**config.mk**
```make
export PLATFORM = sky130hd
export DESIGN_NAME = sha256_byte_stream_hasher_flat
export DESIGN_NICKNAME = d
export VERILOG_FILES = /design/src/shabs_pkg.sv /design/src/shabs_if.sv /design/src/shabs_front.sv /design/src/shabs_back.sv /design/src/sha256_byte_stream_hasher.sv /design/src/flat_wrapper.sv
export SDC_FILE = /design/constraint.sdc
export NUM_CORES = 2
export LEC_CHECK = 0
export BUFFER_PORTS_ARGS = -buffer_cell sky130_fd_sc_hd__buf_2
export CORE_MARGIN = 2
export CORE_UTILIZATION = 54
export DETAILED_ROUTE_END_ITERATION = 12
export PLACE_DENSITY = 0.67
export SKIP_LAST_GASP = 1
export SYNTH_ARGS = -nofsm -noshare
export SYNTH_HDL_FRONTEND = slang
export SYNTH_SLANG_ARGS = --single-unit
```
**constraint.sdc**
```tcl
create_clock -name clk -period 17.84 [get_ports clk]
set_input_delay 1.784 -clock clk [delete_from_list [all_inputs] [get_ports clk]]
set_output_delay 1.784 -clock clk [all_outputs]
set_load 0.03 [all_outputs]
```
**src/shabs_pkg.sv**
```systemverilog
// shared types and constants for the sha-256 hasher
package shabs_pkg;
	localparam int unsigned QDepth = 4;
	localparam int unsigned QPtrW = 2;

	typedef logic [31:0] word_t;

	typedef struct packed {
		logic [7:0] data_byte;
		logic       has_byte;
		logic       end_of_message;
	} in_beat_t;

	typedef struct packed {
		word_t      digest_word;
		logic [2:0] word_index;
		logic       last_word;
	} out_beat_t;

	// work for the back end: one byte, or a final padding pass
	typedef struct packed {
		logic [7:0] data_byte;
		logic       is_byte;
		logic       is_final;
	} cmd_t;

	typedef enum logic [2:0] {
		ST_IDLE,
		ST_PAD,
		ST_LEN,
		ST_COMP,
		ST_EMIT
	} bk_state_t;

	localparam word_t RoundK [64] = '{
		32'h428a2f98,32'h71374491,32'hb5c0fbcf,32'he9b5dba5,32'h3956c25b,32'h59f111f1,
		32'h923f82a4,32'hab1c5ed5,32'hd807aa98,32'h12835b01,32'h243185be,32'h550c7dc3,
		32'h72be5d74,32'h80deb1fe,32'h9bdc06a7,32'hc19bf174,32'he49b69c1,32'hefbe4786,
		32'h0fc19dc6,32'h240ca1cc,32'h2de92c6f,32'h4a7484aa,32'h5cb0a9dc,32'h76f988da,
		32'h983e5152,32'ha831c66d,32'hb00327c8,32'hbf597fc7,32'hc6e00bf3,32'hd5a79147,
		32'h06ca6351,32'h14292967,32'h27b70a85,32'h2e1b2138,32'h4d2c6dfc,32'h53380d13,
		32'h650a7354,32'h766a0abb,32'h81c2c92e,32'h92722c85,32'ha2bfe8a1,32'ha81a664b,
		32'hc24b8b70,32'hc76c51a3,32'hd192e819,32'hd6990624,32'hf40e3585,32'h106aa070,
		32'h19a4c116,32'h1e376c08,32'h2748774c,32'h34b0bcb5,32'h391c0cb3,32'h4ed8aa4a,
		32'h5b9cca4f,32'h682e6ff3,32'h748f82ee,32'h78a5636f,32'h84c87814,32'h8cc70208,
		32'h90befffa,32'ha4506ceb,32'hbef9a3f7,32'hc67178f2};

	localparam word_t InitHash [8] = '{
		32'h6a09e667,32'hbb67ae85,32'h3c6ef372,32'ha54ff53a,
		32'h510e527f,32'h9b05688c,32'h1f83d9ab,32'h5be0cd19};

	localparam logic [7:0] PadByte = 8'h80;
	localparam logic [5:0] LenPos = 6'd56;

	function automatic word_t rotr(input word_t x, input int unsigned n);
		rotr = (x >> n) | (x << (32 - n));
	endfunction
endpackage

```
**src/shabs_if.sv**
```systemverilog
// valid/ready channel interfaces
interface shabs_in_if import shabs_pkg::*; ();
	logic     valid;
	logic     ready;
	in_beat_t payload;
	modport source (output valid, output payload, input ready);
	modport sink (input valid, input payload, output ready);
endinterface

interface shabs_out_if import shabs_pkg::*; ();
	logic      valid;
	logic      ready;
	out_beat_t payload;
	modport source (output valid, output payload, input ready);
	modport sink (input valid, input payload, output ready);
endinterface

```
**src/shabs_front.sv**
```systemverilog
// front end: filters input beats and queues work for the back end
module shabs_front import shabs_pkg::*; (
	input  logic             clk,
	input  logic             arst_n,
	shabs_in_if.sink         in_ch,
	output cmd_t             cmd,
	output logic             cmd_valid,
	input  logic             cmd_take
);
	cmd_t            q_mem [QDepth];
	logic [QPtrW-1:0] wr_ptr_q, rd_ptr_q;
	logic [QPtrW:0]   count_q;
	logic            push, pop, useful;

	assign in_ch.ready = (count_q != QPtrW'(0) + (QPtrW+1)'(QDepth));
	assign useful = in_ch.payload.has_byte | in_ch.payload.end_of_message;
	assign push = in_ch.valid & in_ch.ready & useful;
	assign cmd_valid = (count_q != '0);
	assign pop = cmd_valid & cmd_take;
	assign cmd = q_mem[rd_ptr_q];

	always_ff @(posedge clk) begin
		if (push) begin
			q_mem[wr_ptr_q] <= '{data_byte: in_ch.payload.data_byte,
				is_byte: in_ch.payload.has_byte, is_final: in_ch.payload.end_of_message};
		end
	end

	always_ff @(posedge clk or negedge arst_n) begin
		if (!arst_n) begin
			wr_ptr_q <= '0;
			rd_ptr_q <= '0;
			count_q <= '0;
		end else begin
			if (push) wr_ptr_q <= wr_ptr_q + 1'b1;
			if (pop) rd_ptr_q <= rd_ptr_q + 1'b1;
			count_q <= count_q + (QPtrW+1)'(push) - (QPtrW+1)'(pop);
		end
	end
endmodule

```
**src/shabs_back.sv**
```systemverilog
// back end: block packing, padding, round engine and digest output
module shabs_back import shabs_pkg::*; (
	input  logic       clk,
	input  logic       arst_n,
	input  cmd_t       cmd,
	input  logic       cmd_valid,
	output logic       cmd_take,
	shabs_out_if.source out_ch
);
	bk_state_t  state_q, state_d, ret_q;
	word_t      hash_q [8];
	word_t      blk_q [16];
	word_t      wv_q [8];
	word_t      wv_d [8];
	logic [5:0] fill_q;
	logic [63:0] bits_q, len_q;
	logic [5:0] rnd_q;
	logic [2:0] lcnt_q, ecnt_q;
	logic       push_en;
	logic [7:0] push_val;
	word_t      w15, w2, s0, s1, wnew, t1, t2, e, a;
	logic       out_busy_q;
	logic       out_load;
	logic       pad_first_q;

	// a digest word moves into the output register when it is free or being taken
	assign out_load = (state_q == ST_EMIT) && (!out_busy_q || out_ch.ready);

	// next state
	always_comb begin
		state_d = state_q;
		unique case (state_q)
			ST_IDLE: if (cmd_valid) begin
				if (cmd.is_byte && fill_q == 6'd63) state_d = ST_COMP;
				else if (cmd.is_final) state_d = ST_PAD;
			end
			ST_PAD: if (fill_q == 6'd63) state_d = ST_COMP;
				else if (fill_q + 6'd1 == LenPos) state_d = ST_LEN;
			ST_LEN: if (lcnt_q == 3'd7) state_d = ST_COMP;
			ST_COMP: if (rnd_q == 6'd63) state_d = ret_q;
			ST_EMIT: if (out_load && ecnt_q == 3'd7) state_d = ST_IDLE;
			default: state_d = ST_IDLE;
		endcase
	end

	// byte feed into the block
	always_comb begin
		push_en = 1'b0;
		push_val = 8'h00;
		cmd_take = 1'b0;
		unique case (state_q)
			ST_IDLE: begin
				cmd_take = cmd_valid;
				push_en = cmd_valid & cmd.is_byte;
				push_val = cmd.data_byte;
			end
			ST_PAD: begin
				push_en = 1'b1;
				push_val = pad_first_q ? PadByte : 8'h00;
			end
			ST_LEN: begin
				push_en = 1'b1;
				push_val = len_q[63 - 8*lcnt_q -: 8];
			end
			default: ;
		endcase
	end

	// schedule lives in blk_q, rotated each round; working vars in wv_q
	assign w15 = blk_q[1];
	assign w2 = blk_q[14];
	assign s0 = rotr(w15, 7) ^ rotr(w15, 18) ^ (w15 >> 3);
	assign s1 = rotr(w2, 17) ^ rotr(w2, 19) ^ (w2 >> 10);
	assign wnew = blk_q[0] + s0 + blk_q[9] + s1;
	assign e = wv_q[4];
	assign a = wv_q[0];
	assign t1 = wv_q[7] + (rotr(e, 6) ^ rotr(e, 11) ^ rotr(e, 25))
		+ ((e & wv_q[5]) ^ (~e & wv_q[6])) + RoundK[rnd_q] + blk_q[0];
	assign t2 = (rotr(a, 2) ^ rotr(a, 13) ^ rotr(a, 22))
		+ ((a & wv_q[1]) ^ (a & wv_q[2]) ^ (wv_q[1] & wv_q[2]));

	// working vars after this round
	always_comb begin
		for (int j = 1; j < 8; j++) wv_d[j] = wv_q[j-1];
		wv_d[4] = wv_q[3] + t1;
		wv_d[0] = t1 + t2;
	end

	assign out_ch.valid = out_busy_q;

	always_ff @(posedge clk) begin
		if (state_q == ST_COMP) begin
			for (int i = 0; i < 15; i++) blk_q[i] <= blk_q[i+1];
			blk_q[15] <= wnew;
		end else if (push_en) begin
			if (fill_q[1:0] == 2'd0)
				blk_q[fill_q[5:2]] <= {push_val, 24'h0};
			else
				blk_q[fill_q[5:2]][(3 - fill_q[1:0])*8 +: 8] <= push_val;
		end
		if (state_q == ST_COMP) begin
			for (int j = 0; j < 8; j++) wv_q[j] <= wv_d[j];
		end else begin
			for (int j = 0; j < 8; j++) wv_q[j] <= hash_q[j];
		end
		if (state_q == ST_IDLE && cmd_valid && cmd.is_final)
			len_q <= bits_q + (cmd.is_byte ? 64'd8 : 64'd0);
		if (out_load)
			out_ch.payload <= '{digest_word: hash_q[ecnt_q], word_index: ecnt_q,
				last_word: ecnt_q == 3'd7};
	end

	always_ff @(posedge clk or negedge arst_n) begin
		if (!arst_n) begin
			state_q <= ST_IDLE;
			ret_q <= ST_IDLE;
			fill_q <= '0;
			bits_q <= '0;
			rnd_q <= '0;
			lcnt_q <= '0;
			ecnt_q <= '0;
			out_busy_q <= 1'b0;
			for (int j = 0; j < 8; j++) hash_q[j] <= InitHash[j];
		end else begin
			state_q <= state_d;
			if (push_en) fill_q <= fill_q + 6'd1;
			if (state_q == ST_IDLE && cmd_valid && cmd.is_byte) bits_q <= bits_q + 64'd8;
			// where to go once the block is compressed
			if (state_q != ST_COMP && state_d == ST_COMP) begin
				priority if (state_q == ST_LEN) ret_q <= ST_EMIT;
				else if (state_q == ST_PAD || cmd.is_final) ret_q <= ST_PAD;
				else ret_q <= ST_IDLE;
			end
			if (state_q == ST_LEN) lcnt_q <= lcnt_q + 3'd1;
			if (state_q == ST_COMP) begin
				rnd_q <= rnd_q + 6'd1;
				if (rnd_q == 6'd63)
					for (int j = 0; j < 8; j++) hash_q[j] <= hash_q[j] + wv_d[j];
			end
			if (out_load) begin
				out_busy_q <= 1'b1;
				ecnt_q <= ecnt_q + 3'd1;
				if (ecnt_q == 3'd7) begin
					for (int j = 0; j < 8; j++) hash_q[j] <= InitHash[j];
					fill_q <= '0;
					bits_q <= '0;
					lcnt_q <= '0;
				end
			end else if (out_ch.valid && out_ch.ready) begin
				out_busy_q <= 1'b0;
			end
		end
	end

	// padding opens with the marker byte
	always_ff @(posedge clk or negedge arst_n) begin
		if (!arst_n) pad_first_q <= 1'b0;
		else if (state_q == ST_IDLE && cmd_valid && cmd.is_final) pad_first_q <= 1'b1;
		else if (state_q == ST_PAD) pad_first_q <= 1'b0;
	end
endmodule

```
**src/sha256_byte_stream_hasher.sv**
```systemverilog
// top level of the sha-256 byte-stream hasher
// in_ch carries one beat per byte (data_byte, has_byte, end_of_message);
// out_ch returns eight digest beats, word_index 0 first, last_word on the eighth.
// a front queue of four entries takes beats while the round engine works.
// the back end takes a byte from the queue while idle, and takes none while it
// compresses a block, which it does each time a block fills.
// end_of_message adds padding, the eight length bytes, one or two compressions,
// then eight output beats.
// a beat with neither byte nor end is dropped by the front.
// after reset the hash state holds the initial values and the queue is empty.
// when out_ch stalls the engine holds its output register and waits.
module sha256_byte_stream_hasher import shabs_pkg::*; (
	input logic       clk,
	input logic       arst_n,
	shabs_in_if.sink  in_ch,
	shabs_out_if.source out_ch
);
	cmd_t cmd;
	logic cmd_valid, cmd_take;

	shabs_front u_front (.clk, .arst_n, .in_ch, .cmd, .cmd_valid, .cmd_take);
	shabs_back  u_back (.clk, .arst_n, .cmd, .cmd_valid, .cmd_take, .out_ch);
endmodule

```
**src/flat_wrapper.sv**
```systemverilog
// flat-port wrapper written by rule: the top's interface ports become plain ports
module sha256_byte_stream_hasher_flat import shabs_pkg::*;
  (clk, arst_n, in_ch_valid, in_ch_payload, in_ch_ready, out_ch_valid, out_ch_payload, out_ch_ready);
  shabs_in_if in_ch_i ();
  shabs_out_if out_ch_i ();
  input logic clk;
  input logic arst_n;
  input wire logic [$bits(in_ch_i.valid)-1:0] in_ch_valid;
  input wire logic [$bits(in_ch_i.payload)-1:0] in_ch_payload;
  output wire logic [$bits(in_ch_i.ready)-1:0] in_ch_ready;
  output wire logic [$bits(out_ch_i.valid)-1:0] out_ch_valid;
  output wire logic [$bits(out_ch_i.payload)-1:0] out_ch_payload;
  input wire logic [$bits(out_ch_i.ready)-1:0] out_ch_ready;
  assign in_ch_i.valid = in_ch_valid;
  assign in_ch_i.payload = in_ch_payload;
  assign in_ch_ready = in_ch_i.ready;
  assign out_ch_valid = out_ch_i.valid;
  assign out_ch_payload = out_ch_i.payload;
  assign out_ch_i.ready = out_ch_ready;
  sha256_byte_stream_hasher u_core (.clk(clk), .arst_n(arst_n), .in_ch(in_ch_i), .out_ch(out_ch_i));
endmodule
```
==> results.sh <==
export IMPL_holdCritStartpoint="u_core.u_back.wv_q[0][184]"
export IMPL_drt_iter0_markers=5972
export IMPL_synthCells=7893
export IMPL_gr_total_overflow=0
export IMPL_fmax_mhz=82.1
export IMPL_drt_vias_per_instance=6.21
export IMPL_drtAntennaViolNets=0
export IMPL_cpMostUsedCell="a21oi_1"
export IMPL_drive_gt1_share_pct=15.7
export IMPL_synth_area_um2=80400
export IMPL_synth_seq_area_share_pct=41.7
export IMPL_reg2reg_slack_ps=5670
export IMPL_fill_cells=12369
export IMPL_hpwl_um=187000
export IMPL_syn_nets=8518
export IMPL_clock_latency_ps=800
export IMPL_synth_warnings=0
export IMPL_layout_worst_path_cycle_share_pct=68.2
export IMPL_clock_path_buffers=3
export IMPL_dr_max_layer_used="met5"
export IMPL_portBuffers=51
export IMPL_cts_hold_buf=0
export IMPL_path_max_fanout=19
export IMPL_synth_distinct_cells=97
export IMPL_hp_class="reg2reg"
export IMPL_chipWidth_um=390
export IMPL_row_count=141
export IMPL_finalWorstPathRequiredPeriod_ps=12170
export IMPL_async_reset_ff_share_pct=27.8
export IMPL_final_max_slew_violation_count=0
export IMPL_slowest_delay_ps=850
export IMPL_synthFlopType="edfxtp_1"
export IMPL_tightest_slew_ps=1260
export IMPL_synth_edf_count=649
export IMPL_wl_per_cell_um=25.8
export IMPL_critPathLaunch="u_core.u_back.rnd_q[0]"
export IMPL_dr_wl_met2_um=117000
export IMPL_critPathKind="reg2reg"
export IMPL_finClkSkew_ps=26.6
export IMPL_post_cts_buffers=0
export IMPL_clockRootBuffer="clkbuf_16"
export IMPL_cp_slowest_cell="ha_1"
export IMPL_setup_tns_ps=0
export IMPL_antenna_found_initial=7
export IMPL_setup_viol_count_final=0
export IMPL_drt_pass1_iter_count=6
export IMPL_htreeDepth=4
export IMPL_status="completed"
export IMPL_met1Wirelength_um=102000
export IMPL_start_util_pct=54.4
export IMPL_dieArea_um2=152000
export IMPL_vias=61253
export IMPL_syn2layout_area_growth_pct=8.63
export IMPL_grt_pass1_vias=60515
export IMPL_clk_pin_slew_worst_paths_ps=60
export IMPL_hold_viol_final=0
export IMPL_grt_pass1_wl_um=383000
export IMPL_synth_area_top_cells="edfxtp_1, mux2_2, dfrtp_1"
export IMPL_io_pins=52
export IMPL_ys_ff_latch=1254
export IMPL_drc=0
export IMPL_cp_end_kind="flip-flop"
export IMPL_die_h_um=390
export IMPL_slew_headroom_pct=15.6
export IMPL_rsz0062_at_grt="false"
export IMPL_route_met3_wl_um=17700
export IMPL_post_cts_resized_instances=0
export IMPL_postSynthAreaPerCell_um2=10.2
export IMPL_wl_um=255000
export IMPL_gp_congestion=1.01
export IMPL_track_usage_pct=33.3
export IMPL_cts_tree="yes"
export IMPL_rr_startpoint="u_core.u_back.rnd_q[0]"
export IMPL_cts_sinks=1254
export IMPL_crit_arrival_ps=12800
export IMPL_required_ps=18470
export IMPL_startpoint_type="flip-flop"
export IMPL_nNetsFinal=8430
export IMPL_cap_viol_max_count=0
export IMPL_synth_largest_area_cell="edfxtp_1"
export IMPL_numCtsBuffers=144
export IMPL_grt_max_degree=181
export IMPL_core_area_um2=148000
export IMPL_yosysTopAreaCellShare_pct=24.2
[placed cells by master, fill, tap and decap left out, types with 27 or more instances in the layout]
| master | n |
|---|---|
| a211oi_1 | 53 |
| a21o_1 | 202 |
| a21oi_1 | 486 |
| a31oi_1 | 47 |
| and2_1 | 28 |
| and3_1 | 36 |
| buf_2 | 50 |
| buf_4 | 97 |
| clkbuf_1 | 35 |
| clkbuf_16 | 146 |
| dfrtp_1 | 207 |
| dfstp_2 | 136 |
| dfxtp_1 | 256 |
| edfxtp_1 | 649 |
| fa_1 | 196 |
| ha_1 | 415 |
| inv_1 | 304 |
| mux2_2 | 573 |
| mux2i_1 | 36 |
| mux4_2 | 91 |
| nand2_1 | 1199 |
| nand2b_1 | 61 |
| nand3_1 | 132 |
| nand4_1 | 50 |
| nor2_1 | 507 |
| nor2b_1 | 53 |
| nor3_1 | 100 |
| o211ai_1 | 120 |
| o21a_1 | 79 |
| o21ai_0 | 411 |
| o21bai_1 | 36 |
| o31ai_1 | 27 |
| or3_1 | 49 |
| xnor2_1 | 447 |
| xor2_1 | 223 |
[cell usage after synthesis (all sizes together) (54+ instances only)]
master	n
nand3	132
xor2	223
a21oi	487
clkbuf	345
nand2	1202
dfxtp	256
a21o	203
mux4	91
o211ai	120
o21a	79
xnor2	448
o21ai	423
edfxtp	649
a211oi	54
fa	196
nor3	102
inv	305
mux2	573
nor2	518
dfrtp	213
ha	415
nand2b	61
dfstp	136
[sequential cells by signal (all words and copies together) (netlist names), 3 cells and up]
signal / flops
u_core.u_back.blk_q: 512
u_core.u_back.hash_q: 256
u_core.u_back.wv_q: 256
u_core.u_back.bits_q: 61
u_core.u_back.len_q: 61
u_core.u_front.q_mem: 40
u_core.u_back.out_ch.payload: 36
u_core.u_back.fill_q: 6
u_core.u_back.rnd_q: 6
u_core.u_back.ecnt_q: 3
u_core.u_back.lcnt_q: 3
u_core.u_back.state_q: 3
u_core.u_front.count_q: 3
[per-stage QoR]
step	hold WS [ps]	util [%]	worst slack (ps)	cells	area (um^2)
2_1_floorplan	431	-	8180	7893	80400
4_1_cts	460	59.0	5860	9857	87300
5_1_grt	480	59.1	4950	9860	87300
3_5_place_dp	449	55.8	5910	9589	82400
6_report	463	59.1	5670	9861	87300
3_3_place_gp	447	55.8	5950	9589	82400
[cell families after synthesis]
logic type / synth area share, %
adders and majority gates: 11.4
xor gates and xnor gates: 7.35
muxes: 11.0
AOI/OAI and AO/OA: 12.8
DFF: 41.7
and+or+nand+nor: 12.5
buffers and inverters: 3.26
[worst max-delay path: cells and delay by family (launching register included)]
| kind | cells | cell delay [ps] |
|---|---|---|
| DFF | 1 | 760 |
| and+or+nand+nor | 6 | 1130 |
| xor gates and xnor gates | 3 | 440 |
| buffers and inverters | 5 | 740 |
| AOI/OAI and AO/OA | 24 | 4860 |
| adders and majority gates | 9 | 4060 |
[metal layers]
metal	GRT usage (%)	up-vias
met3	4.57	633
met4	19.9	4
met2	53.4	2661
li1	-	27801
met5	0	-
met1	43.2	30154
[final cells by class]
cell class / instances / area (um^2) / share of cell area (%)
sequential: 1254 / 33500 / 38.4
clock inverter: 75 / 917 / 1.05
multi-input combinational: 5949 / 44300 / 50.8
tap: 1930 / 2410 / 2.77
clock buffer: 193 / 3950 / 4.52
timing repair buffer: 149 / 1010 / 1.16
antenna: 4 / 10.0 / 0.0115
inverter: 307 / 1150 / 1.32
[worst paths after layout]
path | to | cells after the start
min in group asynchronous | u_core.u_back.hash_q[193] | 1
setup / recovery | u_core.u_back.hash_q[255] | 47
hold reg to reg | u_core.u_back.wv_q[0][216] | 2
setup reg to reg | u_core.u_back.hash_q[255] | 47
hold / removal | u_core.u_back.wv_q[0][216] | 2
max in group asynchronous | u_core.u_back.hash_q[31] | 3
Power is not shown: default switching activity piles up to over one toggle a cycle in this logic, so the estimate is an artifact.
